$ cat config.mk
export PLATFORM = sky130hd
export DESIGN_NAME = i2c_master_write_read_sequencer
export DESIGN_NICKNAME = d
export VERILOG_FILES = /design/src/sv/i2cwrs_pkg.sv /design/src/sv/i2c_master_write_read_sequencer.sv /design/src/sv/i2cwrs_wbuf.sv /design/src/sv/i2cwrs_ctrl.sv
export VERILOG_INCLUDE_DIRS = /design/src /design/src/sv
export SDC_FILE = /design/constraint.sdc
export NUM_CORES = 1
export LEC_CHECK = 0
export ABC_AREA = 1
export BUFFER_PORTS_ARGS = -buffer_cell sky130_fd_sc_hd__buf_2
export CORE_MARGIN = 3
export CORE_UTILIZATION = 30
export CTS_CLUSTER_SIZE = 14
export DETAILED_ROUTE_END_ITERATION = 12
export HOLD_SLACK_MARGIN = 0.1
export SLEW_MARGIN = 25
export SYNTH_ARGS = -nofsm -noshare
export SYNTH_HDL_FRONTEND = slang
export SYNTH_SLANG_ARGS = --single-unit
$ cat constraint.sdc
create_clock -name aclk -period 2.45 [get_ports aclk]
set_input_delay 0.1225 -clock aclk [delete_from_list [all_inputs] [get_ports aclk]]
set_output_delay 0.1225 -clock aclk [all_outputs]
set_load 0.1 [all_outputs]
$ cat src/sv/i2c_master_write_read_sequencer_macros.svh
// ----------------------------------------------------------------------------
// I2C write/read sequencer assertion macros
// Concurrent assertion wrappers used by the sequencer top level.
// ----------------------------------------------------------------------------
`ifndef I2C_MASTER_WRITE_READ_SEQUENCER_MACROS_SVH
`define I2C_MASTER_WRITE_READ_SEQUENCER_MACROS_SVH

`ifndef SYNTHESIS
`define I2CWRS_ASSERT_IMP(label, clk, rst_n, ante, cons) \
    label: assert property (@(posedge clk) disable iff (!rst_n) (ante) |-> (cons)) \
        else $error("sequencer check failed");
`define I2CWRS_ASSERT_NEXT(label, clk, rst_n, ante, cons) \
    label: assert property (@(posedge clk) disable iff (!rst_n) (ante) |=> (cons)) \
        else $error("sequencer check failed");
`else
`define I2CWRS_ASSERT_IMP(label, clk, rst_n, ante, cons)
`define I2CWRS_ASSERT_NEXT(label, clk, rst_n, ante, cons)
`endif

`endif

$ cat src/sv/i2cwrs_pkg.sv
// ----------------------------------------------------------------------------
// I2C write/read sequencer package
// Shared types, codes and sizes for the transaction sequencer.
// ----------------------------------------------------------------------------
package i2cwrs_pkg;

    localparam int BufDepth = 32;
    localparam int BufAddrW = $clog2(BufDepth);
    localparam int LenW     = 6;
    localparam logic [LenW-1:0] LenMax = LenW'(BufDepth);

    localparam int InDataW  = 40;
    localparam int OutDataW = 48;

    typedef enum logic [1:0] {
        MODE_START = 2'd0,
        MODE_LOAD  = 2'd1,
        MODE_EVENT = 2'd2,
        MODE_TICK  = 2'd3
    } mode_t;

    typedef enum logic [2:0] {
        CMD_NONE         = 3'd0,
        CMD_START        = 3'd1,
        CMD_STOP         = 3'd2,
        CMD_SEND         = 3'd3,
        CMD_RECV_ACK     = 3'd4,
        CMD_RECV_NACK    = 3'd5,
        CMD_STOP_START   = 3'd6,
        CMD_STOP_DISABLE = 3'd7
    } cmd_t;

    localparam logic [7:0] StStart     = 8'h08;
    localparam logic [7:0] StSlawAck   = 8'h18;
    localparam logic [7:0] StDataTxAck = 8'h28;
    localparam logic [7:0] StSlarAck   = 8'h40;
    localparam logic [7:0] StDataRxAck = 8'h50;
    localparam logic [7:0] StDataRxNak = 8'h58;
    localparam logic [7:0] StatusMask  = 8'hF8;

    typedef struct packed {
        mode_t         mode;
        logic [6:0]    address;
        logic [LenW-1:0] write_length;
        logic [LenW-1:0] read_length;
        logic [BufAddrW-1:0] byte_index;
        logic [7:0]    byte_value;
        logic [7:0]    bus_status;
    } item_t;

    typedef struct packed {
        logic          accepted;
        cmd_t          command;
        logic [7:0]    tx_byte;
        logic          read_valid;
        logic [7:0]    read_byte;
        logic [4:0]    read_index;
        logic          done_res;
        logic          success;
        logic          timed_out;
        logic [7:0]    end_status;
        logic [LenW-1:0] read_count;
        logic          idle;
    } result_t;

    typedef struct packed {
        logic                wr_en;
        logic [BufAddrW-1:0] wr_addr;
        logic [7:0]          wr_data;
        logic [BufAddrW-1:0] rd_addr;
    } buf_req_t;

endpackage

$ cat src/sv/i2c_master_write_read_sequencer.sv
// ----------------------------------------------------------------------------
// I2C master write/read sequencer
// Steps an I2C master through write, read and write-then-read transfers.
//
// Channel   Direction  Handshake           Carries
// s_        in         s_tvalid/s_tready   one request, bus event or tick
// m_        out        m_tvalid/m_tready   one bus command and status result
// cfg_      in         cfg_wr_en           timeout_ticks register
//
// One item is taken per cycle unless a stalled result blocks the input; each
// item passes through the input register, the phase logic and the result
// register, where its result waits until it is taken on m_.
// A stalled result register holds the input register, which then holds s_.
// Synchronous active-low reset returns to idle with timeout_ticks at 100.
// ----------------------------------------------------------------------------
`include "i2c_master_write_read_sequencer_macros.svh"

module i2c_master_write_read_sequencer (
    input  logic                               aclk,
    input  logic                               aresetn,
    input  logic                               cfg_wr_en,
    input  logic [15:0]                        cfg_wr_data,
    input  logic                               s_tvalid,
    output logic                               s_tready,
    // address, write_length, read_length, byte_index, byte_value, bus_status
    input  logic [i2cwrs_pkg::InDataW-1:0]     s_tdata,
    // mode
    input  logic [1:0]                         s_tuser,
    output logic                               m_tvalid,
    input  logic                               m_tready,
    // accepted, command, tx_byte, read_valid, read_byte, read_index, done_res,
    // success, timed_out, end_status, read_count, idle, zero padding
    output logic [i2cwrs_pkg::OutDataW-1:0]    m_tdata
);

    i2cwrs_pkg::item_t     in_item;
    i2cwrs_pkg::item_t     in_reg;
    logic                  in_valid_reg;
    i2cwrs_pkg::result_t   res;
    i2cwrs_pkg::result_t   out_reg;
    logic                  out_valid_reg;
    logic [15:0]           tmo_reg;
    logic                  advance;
    logic                  proc;
    i2cwrs_pkg::buf_req_t  buf_req;
    logic [7:0]            buf_rd_data;

    always_comb begin
        in_item.mode         = i2cwrs_pkg::mode_t'(s_tuser);
        in_item.address      = s_tdata[6:0];
        in_item.write_length = s_tdata[12:7];
        in_item.read_length  = s_tdata[18:13];
        in_item.byte_index   = s_tdata[23:19];
        in_item.byte_value   = s_tdata[31:24];
        in_item.bus_status   = s_tdata[39:32];
    end

    assign advance  = !out_valid_reg || m_tready;
    assign s_tready = !in_valid_reg || advance;
    assign proc     = in_valid_reg && advance;

    always_ff @(posedge aclk) begin
        if (!aresetn) begin
            in_valid_reg  <= 1'b0;
            out_valid_reg <= 1'b0;
            tmo_reg       <= 16'd100;
        end else begin
            if (s_tready) begin
                in_valid_reg <= s_tvalid;
            end
            if (advance) begin
                out_valid_reg <= in_valid_reg;
            end
            if (cfg_wr_en) begin
                tmo_reg <= cfg_wr_data;
            end
        end
    end

    always_ff @(posedge aclk) begin
        if (s_tready && s_tvalid) begin
            in_reg <= in_item;
        end
        if (proc) begin
            out_reg <= res;
        end
    end

    i2cwrs_wbuf u_wbuf (
        .aclk    (aclk),
        .req     (buf_req),
        .rd_data (buf_rd_data)
    );

    i2cwrs_ctrl u_ctrl (
        .aclk          (aclk),
        .aresetn       (aresetn),
        .proc          (proc),
        .item          (in_reg),
        .timeout_ticks (tmo_reg),
        .buf_rd_data   (buf_rd_data),
        .buf_req       (buf_req),
        .result        (res)
    );

    assign m_tvalid = out_valid_reg;
    assign m_tdata  = {4'b0000, out_reg.idle, out_reg.read_count, out_reg.end_status,
                       out_reg.timed_out, out_reg.success, out_reg.done_res,
                       out_reg.read_index, out_reg.read_byte, out_reg.read_valid,
                       out_reg.tx_byte, out_reg.command, out_reg.accepted};

    // A finished transfer always leaves the sequencer idle.
    `I2CWRS_ASSERT_IMP(a_done_idle, aclk, aresetn, out_valid_reg && out_reg.done_res, out_reg.idle)
    // A taken start request issues a start condition and leaves the sequencer busy.
    `I2CWRS_ASSERT_IMP(a_accept_start, aclk, aresetn,
        out_valid_reg && out_reg.accepted,
        out_reg.command == i2cwrs_pkg::CMD_START && !out_reg.idle)
    // A timeout disables the bus and reports no status.
    `I2CWRS_ASSERT_IMP(a_timeout_cmd, aclk, aresetn,
        out_valid_reg && out_reg.timed_out,
        out_reg.command == i2cwrs_pkg::CMD_STOP_DISABLE
        && out_reg.end_status == 8'h00 && !out_reg.success)
    // An item waiting behind a stalled result is not dropped.
    `I2CWRS_ASSERT_NEXT(a_in_hold, aclk, aresetn, in_valid_reg && !advance, in_valid_reg)

endmodule

$ cat src/sv/i2cwrs_wbuf.sv
// ----------------------------------------------------------------------------
// I2C write/read sequencer write buffer
// Register file holding the bytes to send, one write and one read port.
// ----------------------------------------------------------------------------
module i2cwrs_wbuf (
    input  logic                          aclk,
    input  i2cwrs_pkg::buf_req_t          req,
    output logic [7:0]                    rd_data
);

    logic [7:0] mem_reg [i2cwrs_pkg::BufDepth];

    always_ff @(posedge aclk) begin
        if (req.wr_en) begin
            mem_reg[req.wr_addr] <= req.wr_data;
        end
    end

    assign rd_data = mem_reg[req.rd_addr];

endmodule

$ cat src/sv/i2cwrs_ctrl.sv
// ----------------------------------------------------------------------------
// I2C write/read sequencer control
// Phase machine, counters and timeout; forms one result per processed item.
// ----------------------------------------------------------------------------
module i2cwrs_ctrl (
    input  logic                          aclk,
    input  logic                          aresetn,
    input  logic                          proc,
    input  i2cwrs_pkg::item_t             item,
    input  logic [15:0]                   timeout_ticks,
    input  logic [7:0]                    buf_rd_data,
    output i2cwrs_pkg::buf_req_t          buf_req,
    output i2cwrs_pkg::result_t           result
);

    typedef enum logic [2:0] {
        PH_IDLE   = 3'd0,
        PH_WSTART = 3'd1,
        PH_SLAW   = 3'd2,
        PH_WDATA  = 3'd3,
        PH_RSTART = 3'd4,
        PH_SLAR   = 3'd5,
        PH_RDATA  = 3'd6
    } phase_t;

    phase_t                          phase_reg, phase_next;
    logic [6:0]                      addr_reg, addr_next;
    logic [i2cwrs_pkg::LenW-1:0]     wtot_reg, wtot_next;
    logic [i2cwrs_pkg::LenW-1:0]     rtot_reg, rtot_next;
    logic [i2cwrs_pkg::LenW-1:0]     cnt_reg, cnt_next;
    logic [15:0]                     tleft_reg, tleft_next;

    logic [7:0]                      st;
    logic [i2cwrs_pkg::LenW-1:0]     cnt_inc;
    logic [i2cwrs_pkg::LenW:0]       cnt_inc2;

    assign st       = item.bus_status & i2cwrs_pkg::StatusMask;
    assign cnt_inc  = cnt_reg + 1'b1;
    assign cnt_inc2 = {1'b0, cnt_inc} + 1'b1;

    // The buffer index is below the depth by construction, so every load lands.
    always_comb begin
        buf_req.wr_en   = proc && (item.mode == i2cwrs_pkg::MODE_LOAD);
        buf_req.wr_addr = item.byte_index;
        buf_req.wr_data = item.byte_value;
        buf_req.rd_addr = (phase_reg == PH_SLAW) ? '0
                                                 : cnt_reg[i2cwrs_pkg::BufAddrW-1:0];
    end

    always_comb begin
        result     = '0;
        phase_next = phase_reg;
        addr_next  = addr_reg;
        wtot_next  = wtot_reg;
        rtot_next  = rtot_reg;
        cnt_next   = cnt_reg;
        tleft_next = tleft_reg;

        unique case (item.mode)
            i2cwrs_pkg::MODE_START: begin
                if (phase_reg == PH_IDLE) begin
                    addr_next  = item.address;
                    wtot_next  = (item.write_length > i2cwrs_pkg::LenMax)
                                 ? i2cwrs_pkg::LenMax : item.write_length;
                    rtot_next  = (item.read_length > i2cwrs_pkg::LenMax)
                                 ? i2cwrs_pkg::LenMax : item.read_length;
                    cnt_next   = '0;
                    phase_next = (wtot_next != '0) ? PH_WSTART : PH_RSTART;
                    tleft_next = timeout_ticks;
                    result.accepted = 1'b1;
                    result.command  = i2cwrs_pkg::CMD_START;
                end
            end
            i2cwrs_pkg::MODE_LOAD: begin
            end
            i2cwrs_pkg::MODE_EVENT: begin
                unique case (phase_reg)
                    PH_IDLE: begin
                    end
                    PH_WSTART, PH_RSTART: begin
                        if (st != i2cwrs_pkg::StStart) begin
                            result.command    = i2cwrs_pkg::CMD_STOP;
                            result.done_res   = 1'b1;
                            result.end_status = st;
                            phase_next        = PH_IDLE;
                        end else begin
                            result.command = i2cwrs_pkg::CMD_SEND;
                            result.tx_byte = {addr_reg, phase_reg == PH_RSTART};
                            phase_next     = (phase_reg == PH_WSTART) ? PH_SLAW : PH_SLAR;
                            tleft_next     = timeout_ticks;
                        end
                    end
                    PH_SLAW: begin
                        if (st != i2cwrs_pkg::StSlawAck) begin
                            result.command    = i2cwrs_pkg::CMD_STOP;
                            result.done_res   = 1'b1;
                            result.end_status = st;
                            phase_next        = PH_IDLE;
                        end else begin
                            result.command = i2cwrs_pkg::CMD_SEND;
                            result.tx_byte = buf_rd_data;
                            cnt_next       = i2cwrs_pkg::LenW'(1);
                            phase_next     = PH_WDATA;
                            tleft_next     = timeout_ticks;
                        end
                    end
                    PH_WDATA: begin
                        if (st != i2cwrs_pkg::StDataTxAck) begin
                            result.command    = i2cwrs_pkg::CMD_STOP;
                            result.done_res   = 1'b1;
                            result.end_status = st;
                            phase_next        = PH_IDLE;
                        end else begin
                            tleft_next = timeout_ticks;
                            if (cnt_reg < wtot_reg) begin
                                result.command = i2cwrs_pkg::CMD_SEND;
                                result.tx_byte = buf_rd_data;
                                cnt_next       = cnt_inc;
                            end else if (rtot_reg != '0) begin
                                result.command = i2cwrs_pkg::CMD_STOP_START;
                                phase_next     = PH_RSTART;
                            end else begin
                                result.command    = i2cwrs_pkg::CMD_STOP;
                                result.done_res   = 1'b1;
                                result.success    = 1'b1;
                                result.end_status = st;
                                phase_next        = PH_IDLE;
                            end
                        end
                    end
                    PH_SLAR: begin
                        if (st != i2cwrs_pkg::StSlarAck) begin
                            result.command    = i2cwrs_pkg::CMD_STOP;
                            result.done_res   = 1'b1;
                            result.end_status = st;
                            phase_next        = PH_IDLE;
                        end else begin
                            cnt_next   = '0;
                            tleft_next = timeout_ticks;
                            if (rtot_reg == '0) begin
                                result.command    = i2cwrs_pkg::CMD_STOP;
                                result.done_res   = 1'b1;
                                result.success    = 1'b1;
                                result.end_status = st;
                                phase_next        = PH_IDLE;
                            end else begin
                                result.command = (rtot_reg > i2cwrs_pkg::LenW'(1))
                                                 ? i2cwrs_pkg::CMD_RECV_ACK
                                                 : i2cwrs_pkg::CMD_RECV_NACK;
                                phase_next     = PH_RDATA;
                            end
                        end
                    end
                    PH_RDATA: begin
                        if (st != i2cwrs_pkg::StDataRxAck && st != i2cwrs_pkg::StDataRxNak) begin
                            result.command    = i2cwrs_pkg::CMD_STOP;
                            result.done_res   = 1'b1;
                            result.end_status = st;
                            phase_next        = PH_IDLE;
                        end else begin
                            result.read_valid = 1'b1;
                            result.read_byte  = item.byte_value;
                            result.read_index = cnt_reg[4:0];
                            cnt_next          = cnt_inc;
                            if (cnt_inc < rtot_reg) begin
                                // The last byte of the read is requested with a nack.
                                result.command = (cnt_inc2 < {1'b0, rtot_reg})
                                                 ? i2cwrs_pkg::CMD_RECV_ACK
                                                 : i2cwrs_pkg::CMD_RECV_NACK;
                                tleft_next     = timeout_ticks;
                            end else begin
                                result.command    = i2cwrs_pkg::CMD_STOP;
                                result.done_res   = 1'b1;
                                result.success    = 1'b1;
                                result.end_status = st;
                                result.read_count = cnt_inc;
                                phase_next        = PH_IDLE;
                            end
                        end
                    end
                    default: begin
                        phase_next = PH_IDLE;
                    end
                endcase
            end
            i2cwrs_pkg::MODE_TICK: begin
                if (phase_reg != PH_IDLE) begin
                    if (tleft_reg[15:1] == '0) begin
                        tleft_next       = '0;
                        result.command   = i2cwrs_pkg::CMD_STOP_DISABLE;
                        result.done_res  = 1'b1;
                        result.timed_out = 1'b1;
                        phase_next       = PH_IDLE;
                    end else begin
                        tleft_next = tleft_reg - 1'b1;
                    end
                end
            end
            default: begin
            end
        endcase

        result.idle = (phase_next == PH_IDLE);
    end

    always_ff @(posedge aclk) begin
        if (!aresetn) begin
            phase_reg <= PH_IDLE;
            addr_reg  <= '0;
            wtot_reg  <= '0;
            rtot_reg  <= '0;
            cnt_reg   <= '0;
            tleft_reg <= '0;
        end else if (proc) begin
            phase_reg <= phase_next;
            addr_reg  <= addr_next;
            wtot_reg  <= wtot_next;
            rtot_reg  <= rtot_next;
            cnt_reg   <= cnt_next;
            tleft_reg <= tleft_next;
        end
    end

endmodule

After elaboration in Yosys (flattened, before gate mapping):

Memories as Yosys holds them, arrays and structs flattened.
Cells that the tools add are included.

* RAM bits: 256
* register bits: 148
* logic and storage cells: 180
* memories: 1
* output and inout bits: 50
* bits of input ports: 63

Memory list
* u_wbuf.mem_reg: words 32, width 8, rd ports 1, clocked after memory_dff 0, write ports 1, line i2cwrs_wbuf.sv:11 `logic [7:0] mem_reg [i2cwrs_pkg::BufDepth];`

* mux-type cells: 89
* eq/ne operators: 26
* $lt $le $gt $ge: 6
* $add $sub $neg: 3
* reductions and logical operators: 25
* bitwise gates (word level): 2

Operator list (number)
* $mux W16: 9
* $mux W8: 12
* $pmux W16 S5: 1
* $mux W3: 22
* $mux W6: 8
* $pmux W16 S3: 1
* $pmux W8 S5: 1
* $mux W14: 2
* $pmux W6 S4: 1
* $pmux W8 S3: 1
* $ne A5 B4 Y1 const B: 4
* $pmux W3 S3: 2
* $pmux W3 S6: 1
* $mux W1: 16
* $sub A16 B1 Y16 const B: 1
* $logic_not A15 Y1: 1
* $ne A3 B3 Y1 const B: 5
* $pmux W3 S5: 1
* $gt A6 B6 Y1 const B: 2
* $lt A6 B6 Y1: 2
* $pmux W6 S2: 1
* $reduce_bool A6 Y1: 2
* $reduce_and A11 Y1: 1
* $mux W2: 5
* other kinds (35): 49

Depth between registers and ports, before layout:

Gate-level depths: netlist (run 1).

* word-level depth: 8
* depth in mapped cells: 19
* depth with buffers taken out: 17

Modules after synthesis:

From an unflattened synthesis (run 1), not the netlist that was laid out.

* cell total of the unflattened synthesis: 1788
* area, all modules: 17869.6 um^2

Modules (own cells, without submodules)
* i2cwrs_wbuf: cells an instance 914, instances 1, area an instance 10626.4 um^2, sequential area each 7687.4 um^2
* i2cwrs_ctrl: cells an instance 702, instances 1, area an instance 3990.1 um^2, sequential area each 880.8 um^2
* i2c_master_write_read_sequencer: cells an instance 172, instances 1, area an instance 3253.1 um^2, sequential area each 2942.8 um^2

Worst setup path before layout (run 1):

No wires, ideal clock.

* kind: register -> register
* start: reg out_valid_reg (netlist: m_tvalid)
* end: reg in_reg[10] (netlist bit), enable pin
* arrival time: 2791 ps
* buffers on the path: 0
* cell stages (with the launch flop): 4
* required time: 2016 ps
* setup time: 434 ps
* period minus slack after synthesis: 3224 ps
* slack: -774 ps
* path through: dfxtp_1 nand3_1 nand2_1 inv_1

* word-level cells in the longest chain between the ends: 4

RTL lines
* start, declared: line i2c_master_write_read_sequencer.sv:41 `logic out_valid_reg;`
* start signal, assigned: line i2c_master_write_read_sequencer.sv:72 `out_valid_reg <= in_valid_reg;`
* $logic_not A1 Y1: line i2c_master_write_read_sequencer.sv:58 `assign advance = !out_valid_reg || m_tready;`
* $logic_or A1 B1 Y1: line i2c_master_write_read_sequencer.sv:58
* $logic_or A1 B1 Y1: line i2c_master_write_read_sequencer.sv:59 `assign s_tready = !in_valid_reg || advance;`
* named net s_tready: line i2c_master_write_read_sequencer.sv:24 `output logic s_tready,`
* $logic_and A1 B1 Y1: line i2c_master_write_read_sequencer.sv:81 `if (s_tready && s_tvalid) begin`
* end signal, assigned: line i2c_master_write_read_sequencer.sv:82 `in_reg <= in_item;`
* end, declared: line i2c_master_write_read_sequencer.sv:37 `i2cwrs_pkg::item_t in_reg;`

The timed path passes the listed nets, and every way through them passes these cells.
A chain may end at the register's enable or synchronous reset.

Worst setup path after layout (run 1):

* start: reg u_ctrl.cnt_reg[1] (netlist bit)
* end: reg u_ctrl.tleft_reg[2]

* word-level cells in the longest chain between the ends: 4

RTL lines
* start, declared: line i2cwrs_ctrl.sv:30 `logic [i2cwrs_pkg::LenW-1:0] cnt_reg, cnt_next;`
* start signal, assigned: line i2cwrs_ctrl.sv:219 `cnt_reg <= cnt_next;`
* $add A6 B1 Y6: line i2cwrs_ctrl.sv:38 `assign cnt_inc = cnt_reg + 1'b1;`
* named net u_ctrl.cnt_inc, one bit: line i2cwrs_ctrl.sv:34 `logic [i2cwrs_pkg::LenW-1:0] cnt_inc;`
* $lt A6 B6 Y1: line i2cwrs_ctrl.sv:165 `if (cnt_inc < rtot_reg) begin`
* $ne A3 B2 Y1 (no source line)
* $reduce_and A11 Y1 (no source line)
* end signal, assigned: line i2cwrs_ctrl.sv:220 `tleft_reg <= tleft_next;`
* end, declared: line i2cwrs_ctrl.sv:31 `logic [15:0] tleft_reg, tleft_next;`

The timed path passes the listed nets, and every way through them passes these cells.

==> flow_results.org, run 1 <==
** Timing
- Tightest Pin Transition :: just over 0.6 ns
- Final number of max-transition violations :: 0
- Relative slew slack :: 59.6%
- Between clock sinks in the finished design, the worst skew comes to ~0.02 ns.
- Derived from the worst setup path, the maximum achievable clock frequency is 407 MHz.
- Shortest period the worst path allows :: 2.45 ns
- Number of hold violations in the final report :: 0
- Setup violations remaining at the end of the flow were counted as 1.
- The tightest hold path in the finished design has a slack of about 0.21 ns.
- RSZ-0062 raised after global routing :: yes
- Final Worst Setup Slack :: -0.00420 ns
- After layout, the worst path uses 100% of the clock period.
- Sum Neg Setup Slack :: -0.00420 ns

** Synth
- Top-area cell type share of the netlist area :: 58.3%
- Counting flops with a built-in enable in the synthesized netlist gives 336.
- Synthesized netlist cell count :: 1716
- The biggest area contributor in the post-synthesis netlist is edfxtp_1.
- Synthesized flop and latch total :: 398
- YS warnings :: 0
- Post-Synthesis Cell Area :: 17300 µm²
- In the post-synthesis netlist, the biggest area contributors are edfxtp_1 58%, nand3_1 8.9%, nand2_1 8.0%.
- Ys flop type :: edfxtp_1
- In this run, distinct cell masters in the synthesized netlist total 37.
- Sequential area share after synthesis :: 65.5%
- Syn avg cell area :: approximately 10 µm²
- Synth async-reset ratio :: 0%

** Worst setup path
- STA puts the critical path data required time at 2.93 ns.
- Along the worst path, the maximum fanout reaches 10.
- The critical path is of the reg2reg type.
- Category of the worst setup path capture point :: flip-flop
- Nature of the critical path startpoint :: flip-flop
- At the worst endpoint, the arrival time is slightly below 3 ns.

** Cells and area
- Layout Utilization :: roughly two fifths
- Area growth, synth to finish :: 26.0%
- Final cell count without fillers :: 2758
- The post-route netlist has between 10% and 20% of its cells at a drive strength greater than 1.
- 0 antenna diodes ended up in the layout.
- Final Cell Area :: 21800 µm²
- Net count reported at finish :: 2052
- The register with the most flip-flops in the layout has 256 of them.

** Floorplanning
- Area of the core :: ~57000 µm²
- In this run the count of I/O pins placed on the die edge is around 110.
- In this run the horizontal extent of the chip is 246 µm.
- Number of rows in the core area :: 87
- Die area :: roughly 60000 µm²
- Effective utilization at floorplan :: 30.5%
- Die height :: 246 µm

** Detailed routing
- Wire length after detailed routing :: 47600 µm
- In the final routed layout, each cell accounts on average for 17.3 µm.
- Per-cell via count in the routed design :: 4.81
- Remaining routing DRC violations :: 0
- For this block, the initial DRC count from the detailed router was roughly 1000.
- Count of TritonRoute iterations in the first routing pass :: 5
- The final route contains ~13000 vias.
- Antenna-violating nets left :: 0

** Power and ir drop
- Across the VDD grid, the largest voltage drop is 495 µV.
- After layout, the design draws a total of 15.7 mW.
- For this design the static power due to leakage is 8.78 nW.
- Dividing total power by cell area gives a power density of 722 nW/µm².

** CTS
- CTS H-tree lvls :: 2
- Total CTS buffers :: 43
- Clock slew at the register clock pins of the worst setup and hold paths :: roughly 0.07 ns
- Root buffer cell :: clkbuf_16
- The clock reaches the later pin of the worst-skew pair after 0.56 ns.
- Number of clock sinks :: 398
- Maximum count of clock buffers along a single path :: 3
- TritonCTS built the clock tree.

** Global route
- All-Layer GR Usage :: 15.2%
- Total congestion overflow :: 0
- Wire length of the first global-routing pass :: 72000 µm
- The initial antenna violation count was 0.
- The number of global-route vias before repair came to 12553.
- Entering global routing, the biggest net connects 63 pins.

** Place
- After detailed placement, the design holds a cell count of 2603.
- OpenSTA, run right after detailed placement, puts the worst setup slack at -0.119 ns.
- Detailed placer's ending HPWL :: 30800 µm
- Number of buffer cells added on primary ports :: 102
- At the end of routability-driven placement, the weighted congestion stood at 0.898.
- Summing all placed instances gives a cell area of between 15000 and 20000 µm².

** Outcome
- Outcome :: finished, violations left
- Violated checks :: negative setup slack

** Hold path
- Worst min-delay path class :: in2reg

** Flow run
- Number of max-capacitance violations reported :: 0
area by class of cell:
cell class | count | area (µm²)
timing repair buffer | 285 | 2250
clock buffer | 56 | 1200
clock inverter | 20 | 184
inverter | 139 | 532
tap | 756 | 946
multi-input combinational | 1104 | 5340
fill | 5422 | 34900
sequential | 398 | 11300
final timing paths:
path                                    startpoint  cells after the start  slack, ns                   to
worst min-delay path                     cfg_wr_en                      3       0.21          tmo_reg[10]
worst max register to register   u_ctrl.cnt_reg[1]                     17     -0.004  u_ctrl.tleft_reg[2]
worst min register to register  u_ctrl.wtot_reg[1]                      2       0.47   u_ctrl.wtot_reg[1]
worst max-delay path             u_ctrl.cnt_reg[1]                     17     -0.004  u_ctrl.tleft_reg[2]
power breakdown:
part / leakage [nW] / internal (mW) / total [mW] / switching, mW
combinational: 4.53 / 0.575 / 1.77 / 1.19
sequential: 3.58 / 7.47 / 7.57 / 0.0909
clock: 0.676 / 3.78 / 6.40 / 2.62
placed cells by master (no fill, tap or decap), drive strengths merged, types with 4 or more instances in the layout:
master       instances
ha                  18
xor2                11
conb                 7
inv                140
nand3              310
nand4                7
dfxtp               62
nor3                14
nand2              370
a21oi               31
dlygate4sd3         74
o21ai               77
nor2               231
a211oi               4
clkbuf              60
buf                207
a22oi                6
xnor2                4
edfxtp             336
clkinv              13
cell usage after synthesis (all sizes together), types with 6 or more instances:
master and n:
nand2 370, nand4 7, buf 57, o21ai 77, nand3 310, edfxtp 336
nor3 14, ha 18, a22oi 6, a21oi 31, clkbuf 24, xor2 11
inv 138, dfxtp 62, nor2 231
per-layer routing:
layer	track usage [%]	routed length (µm)	vias to the layer above
li1	-	-	6336
met1	21.7	22100	6407
met2	23.6	21400	447
met3	2.71	2960	79
met4	4.22	1160	0
met5	0	0	-
logic make-up after synthesis:
| group | synth area share (%) |
|---|---|
| other | 0.0217 |
| AOI/OAI and AO/OA | 3.93 |
| and+or+nand+nor | 23.1 |
| xor gates and xnor gates | 0.759 |
| buffers and inverters | 5.42 |
| adders and majority gates | 1.30 |
| DFF | 65.5 |
repair_timing:
action	in CTS	in global routing
hold endpoints to repair	63	0
setup endpoints to repair	28	40
cloned	0	4
pin swaps	6	25
hold buffers	74	0
resized for setup	13	61
setup buffers	0	2
worst max-delay path, stage by stage (launching register included):
cell and delay [ns]:
dfxtp_4 0.41, nand3_4 0.09, nor3_4 0.23, xnor2_2 0.15
inv_2 0.06, ha_4 0.24, a21oi_2 0.13, o21a_1 0.15
and2_4 0.15, nand2_2 0.05, nand2_2 0.09, nand2_2 0.05
nand2_2 0.07, nand2_4 0.09, buf_12 0.16, inv_8 0.09
nor2_1 0.05, nor2_1 0.11
Power figures use the tool's default switching activity.
==> run 2: changes to the inputs <==
Settings changed: ABC_AREA 1 to not set.
==> run 2 against run 1 <==
Against the previous run: the run still ends with negative setup slack left; largest cell class unchanged; critical path type unchanged; sequential share of layout area decreased by 3.2 points; power decreased by 4.7%; highest routed layer unchanged; synthesized cell count decreased by 28%; cell count decreased by 13%.
==> flow_results.org, run 2 <==
** Outcome
- Outcome :: finished, violations left
- Violated checks :: negative setup slack

** Power and ir drop
- Pwr Density :: 645 nW/µm²
- Post-route total power :: 15.0 mW
- Int Power :: 11.4 mW
- Share of total power consumed by net switching :: approximately a quarter
- Net load switching power :: 3.55 mW
- IR analysis of the VDD net gives a maximum drop of 474 µV.
- Clock Power Share :: between 40% and 50%
- The share of total power dissipated in sequential elements is 50.3%.
- In this run the static leakage power is 8.32 nW.
- Combinational logic is responsible for 8.4% of the overall power.

** CTS
- Clock tree from TritonCTS :: built
- In this run the number of H-tree levels came out at 2.
- Root buffer cell :: clkbuf_16
- Clock-pin slew was measured on the worst setup and hold paths at 0.06 ns.
- The clock reaches the later pin of the worst-skew pair after 0.57 ns.
- TritonCTS created 44 clock buffers.
- The clock passes through at most 3 buffers.
- Number of clock sinks :: 398

** Cells and area
- N_diodes :: 0
- Net count reported at finish :: approximately 1700
- Cells fill roughly two fifths of the core in the end.
- The register with the most flip-flops in the layout has 256 of them.
- Most frequent cells in the layout :: 336 x edfxtp_1, 178 x buf_4, 102 x buf_2
- The multi-input combinational cells in the finished layout cover a total of 6110 µm².
- With fillers left out, the area of the finished cells amounts to 23200 µm².
- The area growth from synthesis to layout is 36.1%.
- Share of cells above drive strength 1 :: 35.1%
- The library cell used most frequently in the layout, excluding fill and tap cells, is edfxtp_1.
- The sequential cells in the finished layout cover a total of 11300 µm².
- Number of inserted filler cells in the final layout :: 5100

** Global route
- Vias in the first global route :: 12164
- Total congestion overflow :: 0
- Global routing used 15.8% of the available tracks.
- Number of antenna violations at the first check in global routing :: 0
- The first global-routing pass estimated 72700 µm of wire.
- Entering global routing, the biggest net connects 44 pins.

** Detailed routing
- Count of TritonRoute iterations in the first routing pass :: 5
- After detailed routing, the total wire length is just under 50000 µm.
- Via Count :: 12007
- Antenna-violating nets left :: 0
- For this run, design rule violations remaining after detail routing come to 0.
- After detailed routing, the number of vias per cell comes to approximately 5.
- Routed length per instance :: 20.4 µm
- First-iteration detailed-routing DRC count :: between 900 and 1000

** Synth
- Counting flops with a built-in enable in the synthesized netlist gives about 340.
- Top-area cell type share of the netlist area :: between 50 and 60%
- YS warnings :: 0
- In this run the cell area of the synthesized design comes to 17100 µm².
- Yosys cell types :: 86
- Yosys attributes the largest share of cell area to edfxtp_1 59%, dfxtp_1 7.3%, mux4_2 3.4%.
- Synthesized netlist cell count :: 1244
- Synth async-reset ratio :: 0%
- The synthesized design contains 398 register bits.
- For this run, the leading register cell type out of synthesis is edfxtp_1.
- Most numerous cell types in the synthesized netlist :: 336 x edfxtp_1, 101 x nor2_1, 98 x nand2_1
- Syn avg cell area :: 13.7 µm²
- The most common cell in the synthesized netlist is edfxtp_1.
- Summed over all instances, the cell type with the most area after synthesis is edfxtp_1.
- Sequential area share after synthesis :: between 60% and 70%

** Worst setup path
- CP Max Fanout :: 8
- STA classifies the critical path startpoint as a flip-flop.
- Top cell family by delay on the critical path :: compound AO/OA/AOI/OAI gates
- The largest single stage delay on the critical path is approximately 0.4 ns.
- Standard cell with the maximum stage delay on the critical path :: dfxtp_4
- Category of the worst setup path capture point :: flip-flop
- Traced cell by cell, the critical path runs through and3_4 > nand3_4 > xor2_2 > inv_2 > ha_4 > a2111oi_4 > o21ai_2 > o21ai_2 > a41oi_2 > a2111oi_4 > buf_6 > buf_12 > buf_16 > buf_6 > a311oi_2.
- Critical path data arrival time :: 3.24 ns
- CP bufs+invs :: 5
- For the worst setup path, the data required time is 2.87 ns.
- Setup Crit Path Kind :: reg2reg

** Timing
- The number of hold-slack violations in the final timing report came to 0.
- Hold timing on the final database bottoms out at a slack of between 0.1 and 0.15 ns.
- Timing would allow up to 354 MHz.
- Final number of max-transition violations :: 0
- For the final database, setup skew stands at ~0.022 ns.
- Final number of setup-violating endpoints :: 33
- Setup repair after global routing could not meet its margin everywhere.
- Across all setup checks in the final design, the least slack found is -0.376 ns.
- Tightest Pin Transition :: 0.657 ns
- Relative slew slack :: 56.1%
- Final critical-path share of the clock period :: 115%
- Shortest period the worst path allows :: 2.83 ns

** Floorplanning
- The floorplan has 86 rows.
- Effective utilization at floorplan :: 30.6%
- Die area :: approximately 60000 µm²
- The die is 245 µm tall.
- 113 I/O pins were placed.
- Width of the die :: 245 µm
- The region available for standard cell placement spans 55700 µm².

** Place
- Total cell area at the placement stage :: around 20000 µm²
- Number of buffer cells added on primary ports :: 102
- Detailed placer's ending HPWL :: around 30000 µm
- Routability congestion estimate :: between 0.8 and 0.9

** Hold path
- Worst min-delay path class :: in2reg

** Flow run
- Number of max-capacitance violations reported :: 0
==> run 2: cell types whose count changed after synthesis, moves of 17 or more <==
cell	previous run	this run
nand3_1	309	33
nand2_1	368	98
nor2_1	226	101
inv_1	129	27
o21ai_0	76	17
mux2i_1	0	58
a211oi_1	4	38
a21oi_1	31	65
nor2b_1	0	30
mux4_2	0	26
a221oi_1	0	17
==> run 2: worst register-to-register path: stages, from the launching register on <==
cell and delay [ns]:
dfxtp_4 0.40, and3_4 0.21, nand3_4 0.07, xor2_2 0.16, inv_2 0.07, ha_4 0.17
a2111oi_4 0.29, o21ai_2 0.12, o21ai_2 0.21, a41oi_2 0.18, a2111oi_4 0.23, buf_6 0.18
buf_12 0.11, buf_16 0.13, buf_6 0.09, a311oi_2 0.06
==> run 2: layout make-up <==
cell class	count	area share [%]
Sequential cell	398	48.8
Multi-Input combinational cell	744	26.3
Timing Repair Buffer	396	14.5
Clock buffer	61	5.33
Tap cell	748	4.03
Inverter	28	0.495
Clock inverter	20	0.468
==> run 2: metrics by stage <==
| step | std cells | TNS, ns | setup WS (ns) |
|---|---|---|---|
| 4_1_cts | 2368 | -6.23 | -0.354 |
| 3_3_place_gp | 2192 | -12.37 | -0.487 |
| 3_5_place_dp | 2192 | -13.27 | -0.492 |
| 2_1_floorplan | 1250 | -7.43 | -0.362 |
| 5_1_grt | 2395 | -9.11 | -0.469 |
| 6_report | 2395 | -6.04 | -0.376 |
==> run 2: power groups by stage <==
stage | registers, mW | logic, mW | clock network [mW]
6_report | 7.54 | 1.26 | 6.20
3_3_place_gp | 7.69 | 1.03 | 0
3_5_place_dp | 7.69 | 1.04 | 0
4_1_cts | 7.55 | 1.22 | 6.37
2_1_floorplan | 7.90 | 0.492 | 0
5_1_grt | 7.55 | 1.34 | 6.62
==> run 2: logic make-up (layout without fill, tap and decap cells) <==
family / count (synthesis) / in the layout / synth area share [%]
flops: 398 / 398 / 66.4
buf+inv: 108 / 505 / 2.95
compound gates: 235 / 235 / 9.91
other cells: 1 / 7 / 0.0220
xor+xnor: 17 / 17 / 0.872
simple gates: 378 / 378 / 11.4
mux: 89 / 89 / 7.16
fa+ha+maj: 18 / 18 / 1.32
==> run 2: per-layer routing <==
metal	GRT usage [%]	part of all wire, %	vias up
met3	2.21	4.9	76
met5	0	0	-
li1	-	-	5510
met4	4.60	2.2	0
met1	19.8	41	6063
met2	28.4	51	358
==> run 2: path summary, 6_finish.rpt <==
kind	startpoint	end	slack, ns	cells past startpoint
setup reg to reg	u_ctrl.cnt_reg[1]	u_ctrl.tleft_reg[13]	-0.38	15
hold / removal	cfg_wr_en	tmo_reg[10]	0.14	3
setup / recovery	u_ctrl.cnt_reg[1]	u_ctrl.tleft_reg[13]	-0.38	15
hold reg to reg	u_ctrl.wtot_reg[2]	u_ctrl.wtot_reg[2]	0.46	2
==> run 2: what timing repair did <==
action                     in CTS  in global routing
hold buffers                   77                  0
cloned                          6                  5
resized for setup              97                 65
hold endpoints to repair       63                  0
buffers inserted               13                 24
setup endpoints to repair      43                 40
pin swaps                      29                 29
==> run 3: changes to the inputs <==
Settings changed: SYNTH_HIERARCHICAL set to 1.
Clock period 2.45 ns to 2.8 ns, I/O delays scaled along.
==> run 3 against run 2 <==
Against the previous run: the flow still finishes with violations (negative setup slack); combinational power shrank 25%; clock power shrank 2%; worst setup slack better by 0.32 ns; non-clock buffer count is 111 lower; die area down 0.73%; global-route usage fell by 2.0 points; highest routed layer unchanged.
==> flow_results.org, run 3 <==
** Outcome
- The run finished, with violations left.
- The final reports fail on negative setup slack.

** Global route
- Top Usage Layer GRT :: met2
- Wire length of the first global-routing pass :: roughly 64000 µm
- The initial antenna violation count is 0.
- For met1 alone, demand over resource in global routing was 19.5%.
- Vias in the first global route :: between 10000 and 15000
- All-Layer GR Usage :: 13.8%
- Met3 demand-to-capacity share in global routing :: 2.55%
- Entering global routing, the biggest net connects 40 pins.
- GR Util met2 :: 21.9%
- Global routing finished with a remaining overflow of 0.

** Timing
- Setup repair after global routing could not meet its margin everywhere.
- The number of hold-slack violations in the final timing report was 0.
- Tightest Pin Transition :: 0.801 ns
- After routing, the total negative slack on setup checks comes to -0.237 ns.
- After layout, the minimum clock period comes to 2.86 ns.
- Final number of max-transition violations :: 0
- Once routing completed, OpenROAD measured the worst setup slack at -0.0580 ns.
- Clock skew on the completed layout was measured at 0.0355 ns.
- Timing would allow up to 350 MHz.
- Setup violations remaining at the end of the flow were counted as 7.
- Of the available clock period, the critical path in the final layout requires 102%.
- Headroom to the max-slew limit came out at between 40% and 50%.

** Hold path
- Worst min-delay path class :: in2reg
- Along the worst hold path, the cell count comes to 3.

** Cells and area
- N_diodes :: 0
- Area growth, synth to finish :: 27.8%
- Largest register FFs :: between 200 and 300
- After filler insertion, the fill cell instance count of the layout stands at 5143.
- Once layout is complete, the cells apart from fillers number 2142.
- Cells with a size suffix above 1 make up 31.3% of the layout.
- In the final design database the tool counted 1442 nets.
- Most frequent cells in the layout :: 339 x edfxtp_1, 105 x buf_2, 89 x buf_4
- Leading cell type in the layout, fill and taps excluded :: edfxtp_1

** Synth
- The Yosys step of the flow raised 6 warnings.
- In the synthesized netlist, the number of instances is 1102.
- Syn avg cell area :: approximately 15 µm²
- Post-Synthesis Cell Area :: 16900 µm²

** Detailed routing
- First-iteration detailed-routing DRC count :: between 800 and 900
- Via Count :: 10501
- Routed length per instance :: 19.4 µm
- For this run, design rule violations remaining after detail routing come to 0.
- Before antenna repair, the detailed router went through 5 iterations.
- The count of nets left with antenna violations once routing finished came out at 0.
- Per-cell via count in the routed design :: ~5
- Wire length after detailed routing :: 41500 µm

** Floorplanning
- The die is 244 µm tall.
- The die is 244 µm wide.
- # IOs :: 113
- For this configuration, the core starts out at a cell density of 30.5%.
- Number of rows in the core area :: 86
- Die area :: around 60000 µm²
- Area of the core :: approximately 56000 µm²

** Power and ir drop
- Pwr Density :: between 600 and 700 nW/µm²
- VDD sags by at most 354 µV.
- Static Leakage :: 7.36 nW

** Worst setup path
- Data on the critical path arrives at its endpoint at between 3 and 4 ns.
- Logic depth of the worst register-to-register path :: 9
- For the worst setup path, the data required time is 3.10 ns.
- CP Max Fanout :: 8
- The worst setup path is captured at a flip-flop.
- Nature of the critical path startpoint :: flip-flop
- The worst setup path is of the reg2reg kind.

** CTS
- Clock tree synthesis inserted a total of 42 buffers.
- Clock latency reported for the late side of the worst-skew pair :: 0.59 ns
- Root buffer cell :: clkbuf_16
- Number of clock sinks :: 401
- Maximum count of clock buffers along a single path :: 3
- After clock tree synthesis, the clock-pin slew on the worst setup and hold paths is 0.06 ns.
- CTS H-tree lvls :: 2
- Clock tree from TritonCTS :: built

** Place
- Number of buffer cells added on primary ports :: between 100 and 150
- The congestion estimate from routability-driven global placement came to 0.852.
- Counting tap cells, the placed design contains a total of 1985 instances.
- Detailed placement finished with a half-perimeter wire length of 27500 µm.

** Flow run
- Number of max-capacitance violations reported :: 0
-- run 3: worst paths after layout --
path | startpoint | end | slack (ns)
max | u_ctrl/cnt_reg[0] | m_tdata[9] | -0.06
max reg2reg | u_ctrl/cnt_reg[0] | m_tdata[9] | -0.06
min reg2reg | u_ctrl/wtot_reg[1] | u_ctrl/wtot_reg[1] | 0.46
min | cfg_wr_en | tmo_reg[3] | 0.14
-- run 3: report_power, final --
part	total (mW)	switching (mW)	leakage (nW)	internal (mW)
sequential	6.62	0.0592	3.61	6.56
clock	6.05	2.42	0.737	3.63
combinational	0.945	0.637	3.02	0.308
-- run 3: stage by stage --
stage	utilization [%]	instance area [µm²]	setup WS [ns]	power [mW]	hold slack (ns)
after floorplan	-	17200	-0.0749	7.34	0.239
after global placement	34.2	19000	-0.104	7.58	0.319
after detailed placement	34.2	19000	-0.113	7.59	0.319
after CTS	38.6	21500	-0.0287	13.8	0.100
after global routing	39.0	21700	-0.110	14.1	0.143
final	39.0	21700	-0.0580	13.6	0.140
-- run 3: per-layer routing --
metal,vias to the layer above,share of wire (%)
met5,-,0
met4,0,2.5
met3,62,6.2
met2,348,47
met1,5305,45
li1,4786,-
-- run 3: timing repair --
action	CTS	global route
buffers inserted	2	3
endpoints found under the setup margin	20	34
hold buffers	73	0
hold endpoints to repair	62	0
pin swaps	1	10
resized for setup	35	28
cloned	1	1
-- run 3: worst max-delay path, cell delays in order, from the launching register on --
cell	delay [ns]
dfxtp_4	0.38
inv_4	0.05
a21oi_4	0.19
buf_12	0.19
buf_12	0.15
mux4_2	0.53
mux4_2	0.55
mux2_4	0.30
a22oi_2	0.15
nor2_1	0.06
-- run 3: final cells by class --
type,count,area (µm²),area share [%]
timing repair buffer,285,2270,10.5
sequential,401,11400,52.8
tap,748,936,4.32
multi-input combinational,603,5380,24.8
inverter,27,104,0.479
clock inverter,33,463,2.14
clock buffer,45,1060,4.90
